File: config.mk
export PLATFORM = sky130hd
export DESIGN_NAME = integer_expression_evaluator_core
export DESIGN_NICKNAME = d
export VERILOG_FILES = /design/src/iee_pkg.sv /design/src/iee_front.sv /design/src/iee_queue.sv /design/src/iee_div.sv /design/src/iee_back.sv /design/src/integer_expression_evaluator_core.sv
export SDC_FILE = /design/constraint.sdc
export NUM_CORES = 2
export LEC_CHECK = 0
export ABC_CLOCK_PERIOD_IN_PS = 8500
export BUFFER_PORTS_ARGS = -buffer_cell sky130_fd_sc_hd__buf_2
export CORE_MARGIN = 2
export CORE_UTILIZATION = 35
export DETAILED_ROUTE_END_ITERATION = 10
export PLACE_DENSITY_LB_ADDON = 0.3
export SETUP_SLACK_MARGIN = 0.05
export SYNTH_ARGS = -nofsm -noshare
export SYNTH_HDL_FRONTEND = slang
export SYNTH_SLANG_ARGS = --single-unit
File: constraint.sdc
create_clock -name i_clk -period 8.5 [get_ports i_clk]
set_input_delay 1.275 -clock i_clk [delete_from_list [all_inputs] [get_ports i_clk]]
set_output_delay 1.275 -clock i_clk [all_outputs]
set_load 0.1 [all_outputs]
File: src/iee_pkg.sv
package iee_pkg;

    // Default sizes.
    localparam int NestDepthDefault = 16;
    localparam int IndexBitsDefault = 16;
    localparam int QueueDepth       = 4;

    // Result status codes.
    localparam logic [2:0] ST_OK         = 3'd0;
    localparam logic [2:0] ST_CLOSE      = 3'd1;
    localparam logic [2:0] ST_NUMBER     = 3'd2;
    localparam logic [2:0] ST_DIVZERO    = 3'd3;
    localparam logic [2:0] ST_UNEXPECTED = 3'd4;
    localparam logic [2:0] ST_DEEP       = 3'd5;

    // Pending operator codes.
    localparam logic [1:0] OP_NONE = 2'd0;
    localparam logic [1:0] OP_A    = 2'd1;
    localparam logic [1:0] OP_B    = 2'd2;

    // Character classes assigned by the front end.
    localparam logic [3:0] CL_NONE  = 4'd0;
    localparam logic [3:0] CL_DIGIT = 4'd1;
    localparam logic [3:0] CL_WS    = 4'd2;
    localparam logic [3:0] CL_MINUS = 4'd3;
    localparam logic [3:0] CL_PLUS  = 4'd4;
    localparam logic [3:0] CL_STAR  = 4'd5;
    localparam logic [3:0] CL_SLASH = 4'd6;
    localparam logic [3:0] CL_OPEN  = 4'd7;
    localparam logic [3:0] CL_CLOSE = 4'd8;
    localparam logic [3:0] CL_OTHER = 4'd9;

    typedef struct packed {
        logic [7:0] character;
        logic       has_character;
        logic       last;
    } t_in_item;

    typedef struct packed {
        logic signed [31:0] value;
        logic [2:0]         status;
        logic [15:0]        error_position;
    } t_out_item;

    // Classified item passed from the front end to the back end.
    typedef struct packed {
        logic [3:0]  cls;
        logic [3:0]  digit;
        logic        has;
        logic        last;
        logic [31:0] index;
    } t_token;

endpackage

File: src/iee_front.sv
module iee_front #(
    parameter int INDEX_BITS = iee_pkg::IndexBitsDefault
) (
    input  logic              i_clk,
    input  logic              i_rst_n,
    input  logic              i_valid,
    output logic              o_ready,
    input  iee_pkg::t_in_item i_data,
    output logic              o_valid,
    input  logic              i_ready,
    output iee_pkg::t_token   o_data
);
    localparam logic [INDEX_BITS-1:0] IndexMax = '1;

    logic [INDEX_BITS-1:0] r_index, n_index;
    logic                  r_valid;
    iee_pkg::t_token       r_tok, n_tok;
    logic                  w_take;
    logic [7:0]            w_c;

    assign o_ready = !r_valid || i_ready;
    assign w_take  = i_valid && o_ready;
    assign o_valid = r_valid;
    assign o_data  = r_tok;
    assign w_c     = i_data.character;

    // Classify the character and tag it with its saturating position.
    always_comb begin
        n_tok        = '0;
        n_tok.has    = i_data.has_character;
        n_tok.last   = i_data.last;
        n_tok.digit  = w_c[3:0];
        n_tok.index  = 32'(r_index);
        if (w_c >= 8'd48 && w_c <= 8'd57) begin
            n_tok.cls = iee_pkg::CL_DIGIT;
        end else if (w_c == 8'd32 || (w_c >= 8'd9 && w_c <= 8'd13)) begin
            n_tok.cls = iee_pkg::CL_WS;
        end else begin
            case (w_c)
                8'd45:   n_tok.cls = iee_pkg::CL_MINUS;
                8'd43:   n_tok.cls = iee_pkg::CL_PLUS;
                8'd42:   n_tok.cls = iee_pkg::CL_STAR;
                8'd47:   n_tok.cls = iee_pkg::CL_SLASH;
                8'd40:   n_tok.cls = iee_pkg::CL_OPEN;
                8'd41:   n_tok.cls = iee_pkg::CL_CLOSE;
                default: n_tok.cls = iee_pkg::CL_OTHER;
            endcase
        end
        if (!i_data.has_character) begin
            n_tok.cls = iee_pkg::CL_NONE;
        end
        // The position counter restarts after each expression.
        n_index = r_index;
        if (i_data.last) begin
            n_index = '0;
        end else if (i_data.has_character && r_index != IndexMax) begin
            n_index = r_index + 1'b1;
        end
    end

    // Output register of the front end.
    always_ff @(posedge i_clk) begin
        if (!i_rst_n) begin
            r_valid <= 1'b0;
            r_index <= '0;
        end else begin
            if (w_take) begin
                r_valid <= 1'b1;
                r_index <= n_index;
            end else if (i_ready) begin
                r_valid <= 1'b0;
            end
        end
        if (w_take) begin
            r_tok <= n_tok;
        end
    end

    a_hold: assert property (@(posedge i_clk) disable iff (!i_rst_n)
        r_valid && !i_ready |=> r_valid && $stable(r_tok))
        else $error("front item changed while stalled");
    a_restart: assert property (@(posedge i_clk) disable iff (!i_rst_n)
        w_take && i_data.last |=> r_index == '0)
        else $error("position not cleared after last");
    a_sat: assert property (@(posedge i_clk) disable iff (!i_rst_n)
        r_index == IndexMax && !(w_take && i_data.last) |=> r_index == IndexMax)
        else $error("position counter wrapped");

endmodule

File: src/iee_queue.sv
module iee_queue #(
    parameter int DEPTH = iee_pkg::QueueDepth
) (
    input  logic            i_clk,
    input  logic            i_rst_n,
    input  logic            i_valid,
    output logic            o_ready,
    input  iee_pkg::t_token i_data,
    output logic            o_valid,
    input  logic            i_ready,
    output iee_pkg::t_token o_data
);
    localparam int AW = $clog2(DEPTH);

    iee_pkg::t_token r_mem [DEPTH];
    logic [AW-1:0]   r_wr, r_rd;
    logic [AW:0]     r_cnt;
    logic            w_push, w_pop;

    assign o_ready = r_cnt != (AW+1)'(DEPTH);
    assign o_valid = r_cnt != '0;
    assign o_data  = r_mem[r_rd];
    assign w_push  = i_valid && o_ready;
    assign w_pop   = o_valid && i_ready;

    // Small FIFO between classification and evaluation.
    always_ff @(posedge i_clk) begin
        if (!i_rst_n) begin
            r_wr  <= '0;
            r_rd  <= '0;
            r_cnt <= '0;
        end else begin
            if (w_push) begin
                r_wr <= (r_wr == AW'(DEPTH-1)) ? '0 : r_wr + 1'b1;
            end
            if (w_pop) begin
                r_rd <= (r_rd == AW'(DEPTH-1)) ? '0 : r_rd + 1'b1;
            end
            r_cnt <= r_cnt + (AW+1)'(w_push) - (AW+1)'(w_pop);
        end
        if (w_push) begin
            r_mem[r_wr] <= i_data;
        end
    end

    a_count: assert property (@(posedge i_clk) disable iff (!i_rst_n)
        r_cnt <= (AW+1)'(DEPTH))
        else $error("queue count overflow");
    a_keep: assert property (@(posedge i_clk) disable iff (!i_rst_n)
        w_push && !w_pop |=> r_cnt == $past(r_cnt) + 1'b1)
        else $error("queue count lost a push");
    a_drop: assert property (@(posedge i_clk) disable iff (!i_rst_n)
        w_pop && !w_push |=> r_cnt == $past(r_cnt) - 1'b1)
        else $error("queue count lost a pop");

endmodule

File: src/iee_div.sv
module iee_div (
    input  logic        i_clk,
    input  logic        i_rst_n,
    input  logic        i_start,
    input  logic [31:0] i_num,
    input  logic [31:0] i_den,
    output logic        o_done,
    output logic [31:0] o_quot
);
    logic        r_busy, r_done, r_neg;
    logic [5:0]  r_cnt;
    logic [31:0] r_q, r_d;
    logic [32:0] r_rem;
    logic [32:0] w_trial;

    assign w_trial = {r_rem[31:0], r_q[31]} - {1'b0, r_d};
    assign o_done  = r_done;
    assign o_quot  = r_neg ? 32'(0) - r_q : r_q;

    // Restoring divider on magnitudes, one quotient bit per cycle.
    always_ff @(posedge i_clk) begin
        if (!i_rst_n) begin
            r_busy <= 1'b0;
            r_done <= 1'b0;
            r_cnt  <= '0;
        end else begin
            r_done <= 1'b0;
            if (i_start) begin
                r_busy <= 1'b1;
                r_cnt  <= 6'd32;
            end else if (r_busy) begin
                r_cnt <= r_cnt - 1'b1;
                if (r_cnt == 6'd1) begin
                    r_busy <= 1'b0;
                    r_done <= 1'b1;
                end
            end
        end
        if (i_start) begin
            r_q   <= i_num[31] ? 32'(0) - i_num : i_num;
            r_d   <= i_den[31] ? 32'(0) - i_den : i_den;
            r_neg <= i_num[31] ^ i_den[31];
            r_rem <= '0;
        end else if (r_busy) begin
            if (!w_trial[32]) begin
                r_rem <= w_trial;
                r_q   <= {r_q[30:0], 1'b1};
            end else begin
                r_rem <= {r_rem[31:0], r_q[31]};
                r_q   <= {r_q[30:0], 1'b0};
            end
        end
    end

    a_done_end: assert property (@(posedge i_clk) disable iff (!i_rst_n)
        r_done |-> !r_busy)
        else $error("divider done while busy");
    a_count: assert property (@(posedge i_clk) disable iff (!i_rst_n)
        r_busy && !i_start && r_cnt == 6'd1 |=> r_done)
        else $error("divider did not finish");
    a_idle: assert property (@(posedge i_clk) disable iff (!i_rst_n)
        !r_busy |-> r_cnt == '0 || $past(i_start) == 1'b0)
        else $error("divider count stale");

endmodule

File: src/iee_back.sv
module iee_back #(
    parameter int NEST_DEPTH = iee_pkg::NestDepthDefault
) (
    input  logic               i_clk,
    input  logic               i_rst_n,
    input  logic               i_valid,
    output logic               o_ready,
    input  iee_pkg::t_token    i_data,
    output logic               o_valid,
    input  logic               i_ready,
    output iee_pkg::t_out_item o_data
);
    localparam int SW = (NEST_DEPTH > 1) ? $clog2(NEST_DEPTH) : 1;
    localparam int LW = $clog2(NEST_DEPTH + 1);

    // Sequencer states.
    localparam logic [2:0] S_CHAR  = 3'd0;
    localparam logic [2:0] S_POP   = 3'd1;
    localparam logic [2:0] S_MUL   = 3'd2;
    localparam logic [2:0] S_DIV   = 3'd3;
    localparam logic [2:0] S_REDO  = 3'd4;
    localparam logic [2:0] S_FINAL = 3'd5;
    localparam logic [2:0] S_OUT   = 3'd6;

    logic [2:0]  r_state;
    logic        r_after, r_digit, r_minus;
    logic [31:0] r_accum, r_sum, r_prod, r_fact;
    logic [1:0]  r_addop, r_mulop;
    logic [LW-1:0] r_level;
    logic [2:0]  r_err;
    logic [15:0] r_eidx;
    logic        r_ovalid;
    iee_pkg::t_out_item r_out;
    iee_pkg::t_token    r_tok;
    logic        r_fin;     // completion belongs to the end-of-item step
    logic        r_fin_busy;
    logic [33:0] r_sstk [NEST_DEPTH];
    logic [34:0] r_pstk [NEST_DEPTH];
    logic [33:0] r_srd;
    logic [34:0] r_prd;
    logic [31:0] r_mulres;

    logic        w_div_start, w_div_done;
    logic        w_push, w_close_ok;
    logic [31:0] w_quot, w_total, w_f;

    assign o_ready = r_state == S_CHAR && !r_ovalid && i_valid;
    assign o_valid = r_ovalid;
    assign o_data  = r_out;

    assign w_total = (r_addop == iee_pkg::OP_A) ? r_sum + r_prod :
                     (r_addop == iee_pkg::OP_B) ? r_sum - r_prod : r_prod;
    assign w_f     = r_minus ? 32'(0) - r_fact : r_fact;
    assign w_div_start = r_state == S_DIV && r_mulop == iee_pkg::OP_B && w_f != '0 &&
                         !r_fin_busy;

    // An open parenthesis that is taken saves the enclosing level.
    assign w_push = r_state == S_REDO && r_err == iee_pkg::ST_OK && !r_after &&
                    r_tok.cls == iee_pkg::CL_OPEN && r_level < LW'(NEST_DEPTH);
    // A close parenthesis that is taken restores the enclosing level.
    assign w_close_ok = r_err == iee_pkg::ST_OK && r_after &&
                        r_tok.cls == iee_pkg::CL_CLOSE && r_level != '0;

    iee_div u_div (
        .i_clk   (i_clk),
        .i_rst_n (i_rst_n),
        .i_start (w_div_start),
        .i_num   (r_prod),
        .i_den   (w_f),
        .o_done  (w_div_done),
        .o_quot  (w_quot)
    );

    // Stack memories: written on open; the top entry is read whenever the level is nonzero and used on close.
    always_ff @(posedge i_clk) begin
        if (w_push) begin
            r_sstk[r_level[SW-1:0]] <= {r_addop, r_sum};
            r_pstk[r_level[SW-1:0]] <= {r_minus, r_mulop, r_prod};
        end
        if (r_level != '0) begin
            r_srd <= r_sstk[SW'(r_level - 1'b1)];
            r_prd <= r_pstk[SW'(r_level - 1'b1)];
        end
    end

    // Main sequencer: one character per pass, with extra steps for factors.
    always_ff @(posedge i_clk) begin
        if (!i_rst_n) begin
            r_state    <= S_CHAR;
            r_after    <= 1'b0;
            r_digit    <= 1'b0;
            r_minus    <= 1'b0;
            r_accum    <= '0;
            r_sum      <= '0;
            r_prod     <= '0;
            r_addop    <= iee_pkg::OP_NONE;
            r_mulop    <= iee_pkg::OP_NONE;
            r_level    <= '0;
            r_err      <= iee_pkg::ST_OK;
            r_eidx     <= '0;
            r_ovalid   <= 1'b0;
            r_fin      <= 1'b0;
            r_fin_busy <= 1'b0;
        end else begin
            if (r_ovalid && i_ready) begin
                r_ovalid <= 1'b0;
            end
            case (r_state)
                S_CHAR: begin
                    if (o_ready) begin
                        r_tok <= i_data;
                        if (!i_data.has || r_err != iee_pkg::ST_OK) begin
                            r_state <= i_data.last ? S_FINAL : S_CHAR;
                            r_fin   <= 1'b0;
                        end else if (!r_after && r_digit) begin
                            if (i_data.cls == iee_pkg::CL_DIGIT) begin
                                r_accum <= (r_accum << 3) + (r_accum << 1) +
                                           32'(i_data.digit);
                                r_state <= i_data.last ? S_FINAL : S_CHAR;
                            end else begin
                                // Complete the number, then redo this character.
                                r_digit <= 1'b0;
                                r_fact  <= r_accum;
                                r_fin   <= 1'b0;
                                r_state <= S_MUL;
                            end
                        end else begin
                            r_state <= S_REDO;
                        end
                    end
                end
                S_REDO: begin
                    if (w_close_ok) begin
                        r_state <= S_POP;
                    end else begin
                        r_state <= r_tok.last ? S_FINAL : S_CHAR;
                    end
                    if (r_err == iee_pkg::ST_OK && r_tok.cls != iee_pkg::CL_WS) begin
                        if (!r_after) begin
                            case (r_tok.cls)
                                iee_pkg::CL_DIGIT: begin
                                    r_digit <= 1'b1;
                                    r_accum <= 32'(r_tok.digit);
                                end
                                iee_pkg::CL_MINUS: begin
                                    if (!r_minus) r_minus <= 1'b1;
                                    else r_err <= iee_pkg::ST_NUMBER;
                                end
                                iee_pkg::CL_OPEN: begin
                                    if (r_level >= LW'(NEST_DEPTH)) begin
                                        r_err <= iee_pkg::ST_DEEP;
                                    end else begin
                                        r_level <= r_level + 1'b1;
                                        r_sum   <= '0;
                                        r_addop <= iee_pkg::OP_NONE;
                                        r_prod  <= '0;
                                        r_mulop <= iee_pkg::OP_NONE;
                                        r_minus <= 1'b0;
                                    end
                                end
                                default: r_err <= iee_pkg::ST_NUMBER;
                            endcase
                        end else begin
                            case (r_tok.cls)
                                iee_pkg::CL_STAR, iee_pkg::CL_SLASH: begin
                                    r_mulop <= (r_tok.cls == iee_pkg::CL_STAR) ?
                                               iee_pkg::OP_A : iee_pkg::OP_B;
                                    r_after <= 1'b0;
                                end
                                iee_pkg::CL_PLUS, iee_pkg::CL_MINUS: begin
                                    r_sum   <= w_total;
                                    r_addop <= (r_tok.cls == iee_pkg::CL_PLUS) ?
                                               iee_pkg::OP_A : iee_pkg::OP_B;
                                    r_mulop <= iee_pkg::OP_NONE;
                                    r_after <= 1'b0;
                                end
                                iee_pkg::CL_CLOSE: begin
                                    if (r_level != '0) begin
                                        r_fact  <= w_total;
                                        r_level <= r_level - 1'b1;
                                        r_fin   <= 1'b1;
                                    end else begin
                                        r_err  <= iee_pkg::ST_UNEXPECTED;
                                        r_eidx <= r_tok.index[15:0];
                                    end
                                end
                                default: begin
                                    if (r_level != '0) r_err <= iee_pkg::ST_CLOSE;
                                    else begin
                                        r_err  <= iee_pkg::ST_UNEXPECTED;
                                        r_eidx <= r_tok.index[15:0];
                                    end
                                end
                            endcase
                        end
                    end
                end
                S_POP: begin
                    // Restore the enclosing level, then apply the factor.
                    r_sum   <= r_srd[31:0];
                    r_addop <= r_srd[33:32];
                    r_prod  <= r_prd[31:0];
                    r_mulop <= r_prd[33:32];
                    r_minus <= r_prd[34];
                    r_state <= S_MUL;
                end
                S_MUL: begin
                    r_mulres <= r_prod * w_f;
                    r_state  <= S_DIV;
                end
                S_DIV: begin
                    if (r_fin_busy) begin
                        if (w_div_done) begin
                            r_fin_busy <= 1'b0;
                            r_prod     <= w_quot;
                            r_minus    <= 1'b0;
                            r_after    <= 1'b1;
                            r_state    <= r_fin ? (r_tok.last ? S_FINAL : S_CHAR) : S_REDO;
                        end
                    end else if (r_mulop == iee_pkg::OP_B) begin
                        if (w_f == '0) begin
                            r_err   <= iee_pkg::ST_DIVZERO;
                            r_minus <= 1'b0;
                            r_state <= r_fin ? (r_tok.last ? S_FINAL : S_CHAR) : S_REDO;
                        end else begin
                            r_fin_busy <= 1'b1;
                        end
                    end else begin
                        r_prod  <= (r_mulop == iee_pkg::OP_A) ? r_mulres : w_f;
                        r_minus <= 1'b0;
                        r_after <= 1'b1;
                        r_state <= r_fin ? (r_tok.last ? S_FINAL : S_CHAR) : S_REDO;
                    end
                end
                S_FINAL: begin
                    if (r_err == iee_pkg::ST_OK && r_digit) begin
                        // Trailing number closes before the result.
                        r_digit <= 1'b0;
                        r_fact  <= r_accum;
                        r_fin   <= 1'b1;
                        r_tok.last <= 1'b1;
                        r_state <= S_MUL;
                    end else begin
                        r_state <= S_OUT;
                    end
                end
                S_OUT: begin
                    if (!r_ovalid) begin
                        if (r_err != iee_pkg::ST_OK) begin
                            r_out.status         <= r_err;
                            r_out.error_position <= r_eidx;
                            r_out.value          <= '0;
                        end else if (!r_after) begin
                            r_out.status         <= iee_pkg::ST_NUMBER;
                            r_out.error_position <= '0;
                            r_out.value          <= '0;
                        end else if (r_level != '0) begin
                            r_out.status         <= iee_pkg::ST_CLOSE;
                            r_out.error_position <= '0;
                            r_out.value          <= '0;
                        end else begin
                            r_out.status         <= iee_pkg::ST_OK;
                            r_out.error_position <= '0;
                            r_out.value          <= w_total;
                        end
                        r_ovalid <= 1'b1;
                        r_state  <= S_CHAR;
                        r_after  <= 1'b0;
                        r_digit  <= 1'b0;
                        r_minus  <= 1'b0;
                        r_accum  <= '0;
                        r_sum    <= '0;
                        r_prod   <= '0;
                        r_addop  <= iee_pkg::OP_NONE;
                        r_mulop  <= iee_pkg::OP_NONE;
                        r_level  <= '0;
                        r_err    <= iee_pkg::ST_OK;
                        r_eidx   <= '0;
                    end
                end
                default: r_state <= S_CHAR;
            endcase
        end
    end

    a_status: assert property (@(posedge i_clk) disable iff (!i_rst_n)
        r_ovalid && r_out.status != iee_pkg::ST_OK |-> r_out.value == '0)
        else $error("nonzero value with error status");
    a_pos: assert property (@(posedge i_clk) disable iff (!i_rst_n)
        r_ovalid && r_out.status != iee_pkg::ST_UNEXPECTED |-> r_out.error_position == '0)
        else $error("position without unexpected character");
    a_level: assert property (@(posedge i_clk) disable iff (!i_rst_n)
        r_level <= LW'(NEST_DEPTH))
        else $error("nesting level beyond stack");

endmodule

File: src/integer_expression_evaluator_core.sv
// Streaming integer expression evaluator. Feed expression text one character per item;
// an item with last set yields one result (value, status, error position). The front
// end classifies a character into its output register and queues it. The back end takes
// a digit that extends a number directly and sends any other character through a redo
// step; completing a factor adds multiply and divide steps (and a pop step after a close
// parenthesis), a divide waits on the serial divider, and an expression end passes final
// and output steps before the result. The back end takes no item while a result waits.
module integer_expression_evaluator_core #(
    parameter int NEST_DEPTH = iee_pkg::NestDepthDefault,
    parameter int INDEX_BITS = iee_pkg::IndexBitsDefault
) (
    input  logic               i_clk,
    input  logic               i_rst_n,
    input  logic               i_valid,
    output logic               o_ready,
    input  iee_pkg::t_in_item  i_data,
    output logic               o_valid,
    input  logic               i_ready,
    output iee_pkg::t_out_item o_data
);
    logic            w_fv, w_fr, w_qv, w_qr;
    iee_pkg::t_token w_ft, w_qt;

    iee_front #(.INDEX_BITS(INDEX_BITS)) u_front (
        .i_clk (i_clk), .i_rst_n (i_rst_n),
        .i_valid (i_valid), .o_ready (o_ready), .i_data (i_data),
        .o_valid (w_fv), .i_ready (w_fr), .o_data (w_ft)
    );

    iee_queue #(.DEPTH(iee_pkg::QueueDepth)) u_queue (
        .i_clk (i_clk), .i_rst_n (i_rst_n),
        .i_valid (w_fv), .o_ready (w_fr), .i_data (w_ft),
        .o_valid (w_qv), .i_ready (w_qr), .o_data (w_qt)
    );

    iee_back #(.NEST_DEPTH(NEST_DEPTH)) u_back (
        .i_clk (i_clk), .i_rst_n (i_rst_n),
        .i_valid (w_qv), .o_ready (w_qr), .i_data (w_qt),
        .o_valid (o_valid), .i_ready (i_ready), .o_data (o_data)
    );

endmodule
==> flow_metrics.py <==
metrics = {
    "final_layout": {
        "area_growth_pct": 13.8,
        "utilization": 0.400,
        "layout.nets": 7632,
        "drive_above_1_share": 0.164,
    },
    "route": {
        "drc": 0,
        "drt-total-wl_microns": 257000,
        "drtIter0Drc": 5622,
        "vias_per_cell": 5.38,
        "vias": 56200,
        "drt_first_pass_iters": 5,
        "ant_nets": 0,
        "wl_per_cell_microns": 24.6,
    },
    "floorplanning": {
        "core_sq_um": 257000,
        "fp.dieH_microns": 512,
        "initial_core_util": 0.352,
        "io_pins": 67,
        "dieArea_sq_um": 262000,
        "die_x_microns": 512,
        "rows": 186,
    },
    "timing": {
        "fmax_ghz": 0.121,
        "slew_headroom": 0.169,
        "rsz0062_at_grt": "yes",
        "hold_viol_final": 0,
        "skew_ns": 0.0983,
        "whs_ns": 0.463,
        "period_share": 0.972,
        "setup_violations": 0,
        "maxSlewViolCount": 0,
        "worst_pin_slew_ns": 1.25,
        "min_period_ns": 8.26,
    },
    "global_route": {
        "grt_overflow": 0,
        "grt_use_total": 0.194,
        "grt_pass1_vias": 56800,
        "grt_max_degree": 114,
        "antenna_found_initial": 14,
        "grt_first_pass_wirelength_microns": 380000,
    },
    "cts": {
        "clockRootBuffer": "clkbuf_16",
        "hold_buffers": 0,
        "clk_latency_ns": 0.86,
        "cts.sinks": 1707,
        "clockBufferDepth": 3,
        "h-tree-depth": 4,
        "clkTransAtPathRegs_ns": 0.06,
        "cts_buffers": 182,
        "cts_tree": "built",
    },
    "yosys": {
        "syn_area_sq_um": 90200,
        "ys_ff_latch": 1707,
        "yosysSeqAreaShare": 0.546,
        "yosys_warnings": 0,
        "avgSynthCellArea_sq_um": 13.4,
        "ys_async_sr_fraction": 0,
        "synth_area_leaders": "edfxtp_1 50%, mux4_2 9.3%, fa_1 9.2%",
        "synth_edf_count": 1508,
        "synth_top_area_frac": 0.502,
        "synth_cell_types": 93,
        "synth_cells": 6724,
        "synth_ff_type": "edfxtp_1",
        "yosys.area.top_type": "edfxtp_1",
        "syn_nets": 7445,
    },
    "worst_setup_path": {
        "crit_top_cell": "fa_1",
        "critPathKind": "reg2reg",
        "cp-end-kind": "register",
        "cpMaxStageDelayCell": "fa_1",
        "startpoint_type": "register",
        "crit_required_ns": 9.07,
        "r2r_cells": 29,
        "path_max_fanout": 16,
        "arrival_ns": 8.83,
        "cpPeakStageDelay_ns": 0.57,
    },
    "worst_hold_path": {
        "holdPathStages": 2,
        "hp-class": "reg2reg",
    },
    "job": {
        "maxCapViolCount": 0,
    },
    "placement": {
        "io_buffer_count": 66,
        "globalplace.congestion": 0.924,
        "dp_hpwl_microns": 172000,
    },
    "run_status": {
        "status": "finished clean",
    },
}
-- synthesized netlist by cell type (41+ instances only) --
master and number:
edfxtp_1 1508, inv_1 594, nand2_1 555, nor2_1 533, fa_1 414, mux4_2 371
a21oi_1 313, clkbuf_1 303, ha_1 293, xnor2_1 260, o21ai_0 226, dfxtp_1 199
nor3_1 88, xor2_1 76, and2_1 75, nand3_1 65, a211oi_1 64, nor2b_1 54
a21o_1 47, mux2i_1 46, buf_1 43, a22oi_1 41, nand2b_1 41
-- layout by cell type (no fill, tap or decap), types with 53 or more instances in the layout --
cell	count
xor2_1	70
mux4_2	371
fa_1	413
nor2b_1	53
edfxtp_1	1508
ha_1	292
nor2_1	518
dfxtp_1	189
inv_1	592
a21oi_1	309
nor3_1	79
and2_1	74
clkbuf_16	183
a211oi_1	63
nand2_1	553
buf_4	282
xnor2_1	245
nand3_1	65
o21ai_0	216
buf_2	66
-- cell type report --
type / count / area [sq um]
fillers: 23800 / 154000
flip-flops and latches: 1707 / 49300
multi-input cells: 4049 / 37800
clock buffers: 217 / 4750
well taps: 3384 / 4230
repair buffers: 366 / 2800
inverters: 605 / 2280
clock inverters: 126 / 1490
diodes: 2 / 5.00
-- path summary, 6_finish.rpt --
| path | startpoint | endpoint | slack, ns |
|---|---|---|---|
| worst min register to register | u_back.r_eidx[8] | u_back.r_eidx[8] | 0.46 |
| worst max register to register | u_back.r_fact[2] | u_back.r_mulres[30] | 0.24 |
| worst max-delay path | u_back.r_fact[2] | u_back.r_mulres[30] | 0.24 |
| worst min-delay path | u_back.r_eidx[8] | u_back.r_eidx[8] | 0.46 |
-- metrics by stage --
stage | instances | setup TNS [ns] | cell area (sq um) | worst slack, ns
2_1_floorplan | 6724 | 0 | 90300 | 0.0327
3_3_place_gp | 10100 | -0.279 | 96100 | -0.188
3_5_place_dp | 10100 | -0.339 | 96100 | -0.173
4_1_cts | 10400 | 0 | 102000 | 0.0508
5_1_grt | 10500 | -0.259 | 103000 | -0.138
6_report | 10500 | 0 | 103000 | 0.242
-- critical path: cells and delay by family (launching register included) --
family / cells / cell delay [ns]
fa+ha+maj: 9 / 4.26
flops: 1 / 0.42
compound gates: 6 / 1.18
xor+xnor: 2 / 0.31
buf+inv: 7 / 0.70
simple gates: 5 / 1.08
-- state kept, by name, summed over array words and instances, names as in the netlist, 26 cells and up, named ones only --
register	cells
u_back.r_sum	32
u_back.r_prod	32
u_back.u_div.r_q	32
u_back.r_pstk	560
u_back.u_div.r_d	32
u_front.o_data	26
u_back.r_prd	35
u_back.r_fact	32
u_back.u_div.r_rem	32
u_back.r_sstk	544
u_back.r_mulres	32
u_queue.r_mem	104
u_back.r_srd	34
u_back.r_accum	32
u_back.o_data	51
-- repair_timing --
action                                  CTS  global route
resized for setup                         5            36
hold endpoints to repair                  0             0
pin swaps                                 1            15
setup buffers                             1             7
endpoints found under the setup margin    3             6
gates cloned                              0             0
-- cells by family (layout without fill, tap and decap cells) --
logic type,after synthesis,after routing,synth area share
flip-flops,1707,1707,0.546
AND/OR/NAND/NOR,1561,1561,0.0775
AO/OA/AOI/OAI,1024,1024,0.0725
buffers and inverters,968,1314,0.0407
adder cells (fa/ha/maj),707,707,0.132
multiplexers,419,419,0.0979
XOR/XNOR,338,338,0.0330
other,0,2,0
-- per-layer routing --
metal / share of wire / GRT usage / up-vias
li1: - / - / 24700
met1: 0.44 / 0.274 / 29300
met2: 0.47 / 0.312 / 1959
met3: 0.063 / 0.0261 / 327
met4: 0.028 / 0.0565 / 4
met5: 0.00010 / 0 / -
Power is not shown: default switching activity piles up to over one toggle a cycle in this logic, so the estimate is an artifact.
